===== src/sv/dcs_pkg.sv =====
// Shared constants, types and helpers for the dilated conv1d engine.
`timescale 1ns / 1ps
package dcs_pkg;

    localparam int MAX_IN_CH  = 32;
    localparam int MAX_OUT_CH = 32;
    localparam int MAX_TIME   = 16;
    localparam int MAX_TAPS   = 3;

    localparam int WEIGHT_DEPTH = MAX_OUT_CH * MAX_IN_CH * MAX_TAPS;
    localparam int SAMPLE_DEPTH = MAX_IN_CH * MAX_TIME;
    localparam int WADDR_W      = $clog2(WEIGHT_DEPTH);
    localparam int SADDR_W      = $clog2(SAMPLE_DEPTH);
    localparam int IC_W         = 5;
    localparam int OC_W         = 5;
    localparam int POS_W        = 4;
    localparam int TIME_W       = $clog2(MAX_TIME);
    localparam int TAP_W        = 2;
    localparam int ACC_W        = 40;
    localparam int PROD_W       = 32;
    localparam int RND_W        = ACC_W - 12;
    localparam int PADDR_W      = 5;

    localparam logic [1:0] OP_WEIGHT  = 2'd0;
    localparam logic [1:0] OP_BIAS    = 2'd1;
    localparam logic [1:0] OP_SAMPLE  = 2'd2;
    localparam logic [1:0] OP_COMPUTE = 2'd3;

    localparam logic [2:0] REG_IN_CH    = 3'd0;
    localparam logic [2:0] REG_OUT_CH   = 3'd1;
    localparam logic [2:0] REG_TIME     = 3'd2;
    localparam logic [2:0] REG_KERNEL   = 3'd3;
    localparam logic [2:0] REG_DILATION = 3'd4;
    localparam logic [2:0] REG_RELU     = 3'd5;

    typedef struct packed {
        logic             accept;
        logic             init;
        logic             issue;
        logic [IC_W-1:0]  ic;
        logic [TAP_W-1:0] tap;
        logic             rnd;
        logic             load;
    } dcs_cmd_t;

    typedef struct packed {
        logic item_ok;
        logic out_free;
    } dcs_sts_t;

    function automatic logic [5:0] eff_in_ch(input logic [5:0] v);
        return (v > 6'(MAX_IN_CH)) ? 6'(MAX_IN_CH) : v;
    endfunction

    function automatic logic [4:0] eff_time(input logic [4:0] v);
        return (v > 5'(MAX_TIME)) ? 5'(MAX_TIME) : v;
    endfunction

    function automatic logic [1:0] eff_taps(input logic [1:0] v);
        return (v > 2'(MAX_TAPS)) ? 2'(MAX_TAPS) : v;
    endfunction

    function automatic logic [WADDR_W-1:0] weight_addr(
        input logic [OC_W-1:0]  oc,
        input logic [IC_W-1:0]  ic,
        input logic [POS_W-1:0] tap
    );
        return (WADDR_W'(oc) * WADDR_W'(MAX_IN_CH) + WADDR_W'(ic)) * WADDR_W'(MAX_TAPS)
            + WADDR_W'(tap);
    endfunction

    function automatic logic [SADDR_W-1:0] sample_addr(
        input logic [IC_W-1:0]   ic,
        input logic [TIME_W-1:0] t
    );
        return SADDR_W'(ic) * SADDR_W'(MAX_TIME) + SADDR_W'(t);
    endfunction

endpackage


===== src/sv/dcs_ctrl.sv =====
// Controller state machine: item acceptance, channel/tap loop sequencing, result hand-off.
`timescale 1ns / 1ps
module dcs_ctrl (
    input  logic            clk,
    input  logic            rst_n,
    input  logic            in_valid,
    output logic            in_ready,
    input  logic [1:0]      opcode,
    input  logic [5:0]      in_channels,
    input  logic [1:0]      kernel_size,
    input  dcs_pkg::dcs_sts_t sts,
    output dcs_pkg::dcs_cmd_t cmd
);
    import dcs_pkg::*;

    localparam logic [2:0] S_IDLE   = 3'd0;
    localparam logic [2:0] S_CHECK  = 3'd1;
    localparam logic [2:0] S_RUN    = 3'd2;
    localparam logic [2:0] S_DRAIN1 = 3'd3;
    localparam logic [2:0] S_DRAIN2 = 3'd4;
    localparam logic [2:0] S_ROUND  = 3'd5;
    localparam logic [2:0] S_FINISH = 3'd6;

    logic [2:0]       state_reg, state_next;
    logic [IC_W-1:0]  c_reg, c_next;
    logic [TAP_W-1:0] k_reg, k_next;
    logic [5:0]       nin;
    logic [1:0]       nk;
    logic             last_k, last_c;

    assign nin    = eff_in_ch(in_channels);
    assign nk     = eff_taps(kernel_size);
    assign last_k = (k_reg == 2'(nk - 2'd1));
    assign last_c = ({1'b0, c_reg} == 6'(nin - 6'd1));
    assign in_ready = (state_reg == S_IDLE);

    always_comb
    begin
        state_next = state_reg;
        c_next     = c_reg;
        k_next     = k_reg;
        cmd        = '0;
        cmd.accept = in_valid && in_ready;
        cmd.ic     = c_reg;
        cmd.tap    = k_reg;
        case (state_reg)
            S_IDLE:
            begin
                if (in_valid && opcode == OP_COMPUTE)
                begin
                    state_next = S_CHECK;
                end
            end
            S_CHECK:
            begin
                cmd.init = 1'b1;
                c_next   = '0;
                k_next   = '0;
                if (!sts.item_ok)
                begin
                    state_next = S_IDLE;
                end
                else if (nin == 6'd0 || nk == 2'd0)
                begin
                    state_next = S_ROUND;
                end
                else
                begin
                    state_next = S_RUN;
                end
            end
            S_RUN:
            begin
                cmd.issue = 1'b1;
                if (last_k)
                begin
                    k_next = '0;
                    c_next = c_reg + 1'b1;
                    if (last_c)
                    begin
                        state_next = S_DRAIN1;
                    end
                end
                else
                begin
                    k_next = k_reg + 1'b1;
                end
            end
            S_DRAIN1: state_next = S_DRAIN2;
            S_DRAIN2: state_next = S_ROUND;
            S_ROUND:
            begin
                cmd.rnd    = 1'b1;
                state_next = S_FINISH;
            end
            S_FINISH:
            begin
                if (sts.out_free)
                begin
                    cmd.load   = 1'b1;
                    state_next = S_IDLE;
                end
            end
            default: state_next = S_IDLE;
        endcase
    end

    always_ff @(posedge clk or negedge rst_n)
    begin
        if (!rst_n)
        begin
            state_reg <= S_IDLE;
            c_reg     <= '0;
            k_reg     <= '0;
        end
        else
        begin
            state_reg <= state_next;
            c_reg     <= c_next;
            k_reg     <= k_next;
        end
    end

endmodule


===== config.mk =====
export PLATFORM = sky130hd
export DESIGN_NAME = dcs_ctrl
export DESIGN_NICKNAME = d
export VERILOG_FILES = /design/src/sv/dcs_pkg.sv /design/src/sv/dcs_ctrl.sv
export SDC_FILE = /design/constraint.sdc
export NUM_CORES = 1
export LEC_CHECK = 0
export BUFFER_PORTS_ARGS = -buffer_cell sky130_fd_sc_hd__buf_2
export CORE_MARGIN = 10
export CORE_UTILIZATION = 40
export CTS_CLUSTER_SIZE = 14
export DETAILED_ROUTE_END_ITERATION = 10
export PLACE_DENSITY = 0.66
export SLEW_MARGIN = 20
export SYNTH_ARGS = -nofsm -noshare
export SYNTH_HDL_FRONTEND = slang
export SYNTH_SLANG_ARGS = --single-unit

===== constraint.sdc =====
create_clock -name clk -period 1.7 [get_ports clk]
set_input_delay 0.085 -clock clk [delete_from_list [all_inputs] [get_ports clk]]
set_output_delay 0.085 -clock clk [all_outputs]
set_load 0.02 [all_outputs]

## Word level (Yosys, flattened, before mapping)

Index checks and enable logic that the tools add are counted.

- Input bits: 15
- Word-level logic and storage cells: 49
- Memory bits (writable): 0
- Memories kept: 0
- Output and inout port bits: 13
- Bits in read-only memories: 0
- Flip-flop bits (word level): 10
- Bits in latches: 0

- Shift operators: 0
- Add/sub/neg operators: 4
- Reduce and logical (&&, ||, !) cells: 9
- Bitwise operators: 0
- Eq/ne operators: 13
- $mul: 0
- Muxes and demuxes: 18
- Div/mod/pow operators: 0
- Magnitude comparators: 2

Operators by type and width:

| cell | count |
|---|---|
| case mux 3 bit (7 select lines) | 1 |
| two-way mux 3 bit | 6 |
| case mux 5 bit (2 select lines) | 1 |
| == test 3 bit, second input constant | 3 |
| == test 3 x 2 -> 1 bit, second input constant | 2 |
| == test 5 x 6 -> 1 bit | 1 |
| > comparator 6 bit, second input constant | 1 |
| logical NOT 6 bit | 1 |
| two-way mux 6 bit | 1 |
| inequality test 2 bit, second input constant | 3 |
| subtractor 6 x 1 -> 6 bit, second input constant | 1 |
| adder 5 x 1 -> 5 bit, second input constant | 1 |
| two-way mux 1 bit | 5 |
| two-way mux 5 bit | 1 |
| two-way mux 2 bit | 2 |
| case mux 2 bit (2 select lines) | 1 |
| AND reduction 4 bit | 1 |
| == test 3 x 1 -> 1 bit, second input constant | 1 |
| logical NOT 3 bit | 1 |
| adder 2 x 1 -> 2 bit, second input constant | 1 |
| == test 2 bit | 1 |
| == test 2 bit, second input constant | 1 |
| > comparator 2 bit, second input constant | 1 |
| logical AND 1 bit | 2 |
| other kinds (6) | 6 |

## Depth between registers and ports, before layout

Gate-level depths: netlist (run 1).

- Depth in word-level cells: 7
- Gate-level depth with buffers: 8
- Gate-level depth less buffers: 7

## Worst setup path before layout (run 1)

Ideal clock, no wire load.

- Path kind: register to register
- Start: register state_reg[2]
- End: register c_reg[3]
- Data arrival time: 1.491 ns
- Library setup time: 0.147 ns
- Buffers on the path: 2
- Period minus slack after synthesis: 1.637 ns
- Required time: 1.553 ns
- Setup slack: 0.063 ns
- Cell stages (with the launch flop): 8
- Cells stage by stage: dfrtp_1 buf_6 nor3b_4 and3_1 buf_6 nand4_1 xnor2_1 nor2_1

- Longest elaborated chain between the ends: 3
- Elaborated cells on any way between the ends: 6
- Classes of those cells: eq/ne: 3; mux: 1; reduce/logical: 2

Ends and longest elaborated chain:

| what | line | source |
|---|---|---|
| start: declaration | dcs_ctrl.sv:24 | `logic [2:0] state_reg, state_next;` |
| start signal: assignment | dcs_ctrl.sv:118 | `state_reg <= state_next;` |
| == test 3 x 2 -> 1 bit / == test 3 x 1 -> 1 bit (equally long branches) | dcs_ctrl.sv:46 | `case (state_reg)` |
| inequality test 2 bit (no source line) / nonzero test 2 bit (equally long branches) | - |  |
| AND reduction 2 bit (no source line) | - |  |
| end signal: assignment | dcs_ctrl.sv:119 | `c_reg <= c_next;` |
| end: declaration | dcs_ctrl.sv:25 | `logic [IC_W-1:0] c_reg, c_next;` |

Several ways; a longest one is shown, not always the timed one.
A chain may end at the register's enable or synchronous reset.

## Worst setup path after layout (run 1)

Same ends and word-level chain as after synthesis.

==> results of run 1 <==
cell type report:
class | count | area, µm² | area share (%)
flip-flops and latches | 10 | 250.2 | 24.72
inverters | 5 | 18.77 | 1.854
well taps | 27 | 33.78 | 3.337
multi-input cells | 72 | 498.0 | 49.20
repair buffers | 32 | 175.2 | 17.31
clock buffers | 4 | 36.28 | 3.585
metrics by stage:
step	std cells	instance area, µm²
floorplan	91	807.0
global placement	145	964.7
detailed placement	145	964.7
CTS	150	1011
global route	150	1012
finish	150	1012
power breakdown:
part | internal (µW) | switching (µW)
logic | 283 | 384
registers | 307 | 85.3
clock network | 130 | 80.3
critical path, stage by stage (launching register included):
cell and delay, ns:
dfrtp_1 0.41, nor3b_4 0.30, and3_2 0.34, nand4_1 0.14
xnor2_1 0.19, nor2_1 0.05
worst min path at each step:
stage / from / to / slack (ns)
after floorplan: rst_n / c_reg[0]$_DFFE_PN0P_ / -0.21
after global placement: rst_n / c_reg[0]$_DFFE_PN0P_ / -0.04
after detailed placement: rst_n / k_reg[0]$_DFFE_PN0P_ / -0.04
after CTS: kernel_size[0] / k_reg[0]$_DFFE_PN0P_ / 0.14
after global routing: kernel_size[0] / k_reg[0]$_DFFE_PN0P_ / 0.18
final: kernel_size[0] / k_reg[0]$_DFFE_PN0P_ / 0.15
routing by layer:
metal  routed length (µm)  vias to the layer above  part of all wire (%)
li1                     -                      382                     -
met4                   13                        0                  0.67
met3                  104                        2                   5.4
met1                  822                      347                    43
met5                    0                        -                     0
met2                  994                       15                    51
cells by family (layout without fill, tap and decap cells):
kind of cell,Yosys count,after routing,share of synthesized area [%]
flip-flops,10,10,31.01
multiplexers,2,2,2.790
XOR/XNOR,11,11,11.94
AND/OR/NAND/NOR,35,35,25.58
adder cells (fa/ha/maj),3,3,4.652
AO/OA/AOI/OAI,21,21,16.59
buffers and inverters,9,41,7.442
placed cells by master, fill, tap and decap left out, types with 2 or more instances in the layout:
master    instances
a21oi_1           6
buf_2            27
buf_4             4
clkbuf_4          3
dfrtp_1          10
ha_1              3
inv_1             5
mux2_2            2
nand2_1           9
nand2b_1          3
nand3_1           2
nor2_1            9
nor2b_1           2
nor3_1            2
o21ai_0           7
xnor2_1           4
xor2_1            7
repair_timing:
action	CTS	global route
endpoints found under the hold margin	10	0
setup endpoints to repair	0	1
gates resized for setup	0	1
hold buffers	1	0
setup buffers	0	0
==> impl_metrics.ini, run 1 <==
[outcome]
outcome = finished clean

[setup_path]
crit_arrival_ns = 1.70
rr_worst_depth = 5
critPathKind = reg -> reg
worst_setup_path_start_kind = register
crit_required_ns = 1.85
r2r-start = state_reg[2]$_DFFE_PN0P_
timing.rr.end = c_reg[3]$_DFFE_PN0P_
end_kind = register
endpoint = c_reg[3]$_DFFE_PN0P_
path_max_fanout = 8
r2r_slack_ns = 0.15
crit_start = state_reg[2]$_DFFE_PN0P_

[timing]
finalHoldViolCount = 0
holdWs_ns = 0.1459
final-max-slew-violation-count = 0
worst_slew_pin_slew_ns = 0.4220
rsz0062_at_grt = false
fin_setup_tns_ns = 0
period_minus_slack_ns = 1.549
relSlewSlack_pct = 71.61
skew_ns = 0.002558
setup_viol = 0
period_share_pct = 91.12
max_clock_freq_mhz = 645.6
setup_ws_ns = 0.1510

[floorplanning]
io_pins = 28
die_w_um = 64.92
die_area_mm2 = 0.004214
core-area_mm2 = 0.001942
num_rows = 16
initial_utilization_pct = 41.56
dieHeight_um = 64.92

[place]
portBuffers = 27
hpwlAfterDp_mm = 1.614
pre_cts_slack_ns = 0.01157
place_congestion = 0.7655

[synthesis]
ys_async_sr_fraction_pct = 100.0
synth_cells = 91
synth_area_leaders = dfrtp_1 31%, xor2_1 7.6%, ha_1 4.7%, o21ai_0 4.3%, xnor2_1 4.3%
yosysMostFrequentCell = dfrtp_1
syn_avg_cell_area_um2 = 8.868
synth_seq_cells = 10
syn_area_um2 = 807.0
yosysSeqAreaShare_pct = 31.01
syn_nets = 109
synth.distinct_cells = 32
synth_edf_count = 0
synth.top_cell.area_share_pct = 31.01
synth_ff_type = dfrtp_1
synth_commonest_cells = 10 x dfrtp_1, 9 x nand2_1, 9 x nor2_1
synth_warnings = 0
yosysTopAreaCell = dfrtp_1

[routing]
routed_via_density = 4.973
drc = 0
drt_iter0_markers = 26
wire_per_inst_um = 12.89
vias = 746
firstDrtPassIters = 4
finalWirelength_mm = 1.934
final_antenna_net_count = 0

[power]
p_leak_uw = 0.0005154
vdd.ir_drop.worst_uv = 635.5
powerDensity_mw_per_mm2 = 1254
p_total_uw = 1270

[clock_tree]
cts_tree = done
cts.htree.levels = 1
path_clk_slew_ns = 0.07
clockRootBuffer = clkbuf_4
cts_buffer_depth = 2
cts_buffers = 3
clock_latency_ns = 0.26
clock-sinks = 10

[cells_and_area]
area_delta_synth_final_pct = 25.43
fin_util_pct = 52.13
fin_nets = 142
fill_cells = 200
drive_above_1_share_pct = 34.15
n_antenna_cell = 0
largest_reg_flops = 5

[hold_path]
min_path_type = in -> reg
holdPathStages = 4

[global_route]
antenna_found_initial = 0
overflow = 0
grt_pass1_vias = 776
grt_usage_pct = 9.439
grt.met2_usage_pct = 16.50
grt_max_degree = 11
top_usage_layer = met2
met3_usage_pct = 2.921
use_met1_pct = 10.26
grt_pass1_wl_mm = 3.318

[run]
cap_violations = 0
Note: power is estimated with default switching activity, not from simulation.
==> run 2, diff against run 1 <==
Settings changed: REMOVE_ABC_BUFFERS set to 1.
==> run 2 against run 1 <==
  * Die area unchanged
  * Clock skew down 0.0014 ns
  * Sequential power about the same
  * Clock power up 3%
  * Total power up 0.92%
  * Sequential share of layout area unchanged
  * Utilization unchanged
  * Global-route usage about the same
  * First-iteration DRC count up 38%
  * Routed wire length up 3.8%
  * Non-clock buffer count unchanged
  * Critical endpoint is now cmd[11]
  * Largest power group unchanged
==> impl_metrics.ini, run 2 (synthesis gave the netlist of run 1 again) <==
[outcome]
outcome = finished clean

[global_route]
antenna_found_initial = 0
grt_pass1_wl_mm = 3.263
overflow = 0
grt_pass1_vias = 740
grt_usage_pct = 9.398
grt_max_degree = 11

[clock_tree]
path_clk_slew_ns = 0.07
cts_buffers = 3
cts_buffer_depth = 2
clock-sinks = 10
cts_tree = done
clock_latency_ns = 0.26
clockRootBuffer = clkbuf_4
cts.htree.levels = 1

[setup_path]
worst_setup_path_start_kind = register
max_stage_delay_ns = 0.41
path_max_fanout = 8
cpMaxStageDelayCell = dfrtp_1
end_kind = output pin
rr_worst_depth = 5
endpoint = cmd[11]
crit_start = state_reg[2]$_DFFE_PN0P_
crit_required_ns = 1.62
path_cells = buf_4 -> nor3_1 -> and2_1 -> buf_2
r2r-start = state_reg[2]$_DFFE_PN0P_
r2r_slack_ns = 0.21
critPathKind = reg -> out
crit_arrival_ns = 1.41
timing.rr.end = c_reg[3]$_DFFE_PN0P_

[floorplanning]
io_pins = 28
num_rows = 16
initial_utilization_pct = 41.56
die_area_mm2 = 0.004214
die_w_um = 64.92
dieHeight_um = 64.92
core-area_mm2 = 0.001942

[routing]
firstDrtPassIters = 4
drt_iter0_markers = 36
drc = 0
final_antenna_net_count = 0
finalWirelength_mm = 2.007
routed_via_density = 4.987
vias = 748
wire_per_inst_um = 13.38

[timing]
finalHoldViolCount = 0
relSlewSlack_pct = 77.38
period_share_pct = 87.76
final-max-slew-violation-count = 0
skew_ns = 0.001182
worst_slew_pin_slew_ns = 0.3362
rsz0062_at_grt = false
holdWs_ns = 0.1336
fin_setup_tns_ns = 0
max_clock_freq_mhz = 670.3
period_minus_slack_ns = 1.492
setup_viol = 0

[power]
p_leak_uw = 0.0005154
p_comb_share_pct = 52.3
power.internal_uw = 718.8
vdd.ir_drop.worst_uv = 761.9
pwr-share-seq_pct = 30.7
clkPwrFrac_pct = 16.9
swShare_pct = 43.90
powerDensity_mw_per_mm2 = 1266
p_sw_uw = 562.4

[cells_and_area]
fin_nets = 142
n_antenna_cell = 0
fill_cells = 197
multiInputGateArea_um2 = 498.0
area_delta_synth_final_pct = 25.43
seqCellArea_um2 = 250.2
largest_reg_flops = 5
final_common_cell = buf_2
drive_above_1_share_pct = 34.15
layout_common_cells = 27 x buf_2, 10 x dfrtp_1, 9 x nor2_1, 9 x nand2_1

[place]
place_congestion = 0.7302
portBuffers = 27
hpwlAfterDp_mm = 1.671

[hold_path]
min_path_type = in -> reg

[run]
cap_violations = 0
[run 2: cell counts in the layout (fill, tap and decap cells not counted)]
No cell type changed its count.
[run 2: timing repair]
item,in CTS,in global routing
endpoints found under the setup margin,0,1
hold buffers,1,0
gates resized for setup,0,1
setup buffers,0,0
endpoints found under the hold margin,10,0
[run 2: metrics by stage]
step	total power [µW]	utilization (%)	cell area (µm²)	std cells	setup WS (ns)
global route	1380	52.13	1012	150	0.09902
CTS	1296	52.06	1011	150	0.1248
detailed placement	1074	49.68	964.7	145	0.02929
finish	1281	52.13	1012	150	0.2081
floorplan	816.5	-	765.7	87	0.004866
global placement	1054	49.68	964.7	145	0.07595
[run 2: worst min-delay path by stage]
stage / start / endpoint / slack [ns] / depth (start not counted)
6_report: kernel_size[0] / k_reg[0]$_DFFE_PN0P_ / 0.13 / 4
2_1_floorplan: rst_n / c_reg[0]$_DFFE_PN0P_ / -0.21 / 0
3_5_place_dp: rst_n / state_reg[2]$_DFFE_PN0P_ / -0.04 / 1
5_1_grt: sts[0] / state_reg[1]$_DFFE_PN0P_ / 0.19 / 4
3_3_place_gp: rst_n / state_reg[1]$_DFFE_PN0P_ / -0.04 / 1
4_1_cts: kernel_size[0] / k_reg[0]$_DFFE_PN0P_ / 0.13 / 4
[run 2: area by class of cell]
type	instances	area share, %
Inverter	5	1.854
Timing Repair Buffer	32	17.31
Multi-Input combinational cell	72	49.20
Clock buffer	4	3.585
Sequential cell	10	24.72
Tap cell	27	3.337
[run 2: power by group through the flow]
stage	Sequential, µW	Clock, µW	Combinational (µW)
2_1_floorplan	467	0	350
3_3_place_gp	397	0	657
3_5_place_dp	400	0	674
4_1_cts	396	223	677
5_1_grt	407	232	742
6_report	394	217	670
[run 2: worst max-delay path, delay by kind of cell, from the launching register on]
kind          cells  cell delay, ns
flops             1            0.41
buf+inv           2            0.33
simple gates      2            0.40
[run 2: per-layer routing]
metal / up-vias / global-route usage (%) / part of all wire [%]
met4: 0 / 3.209 / 1.0
met2: 18 / 15.64 / 47
met3: 4 / 2.577 / 4.8
li1: 382 / - / -
met5: - / 0 / 0
met1: 344 / 11.32 / 47
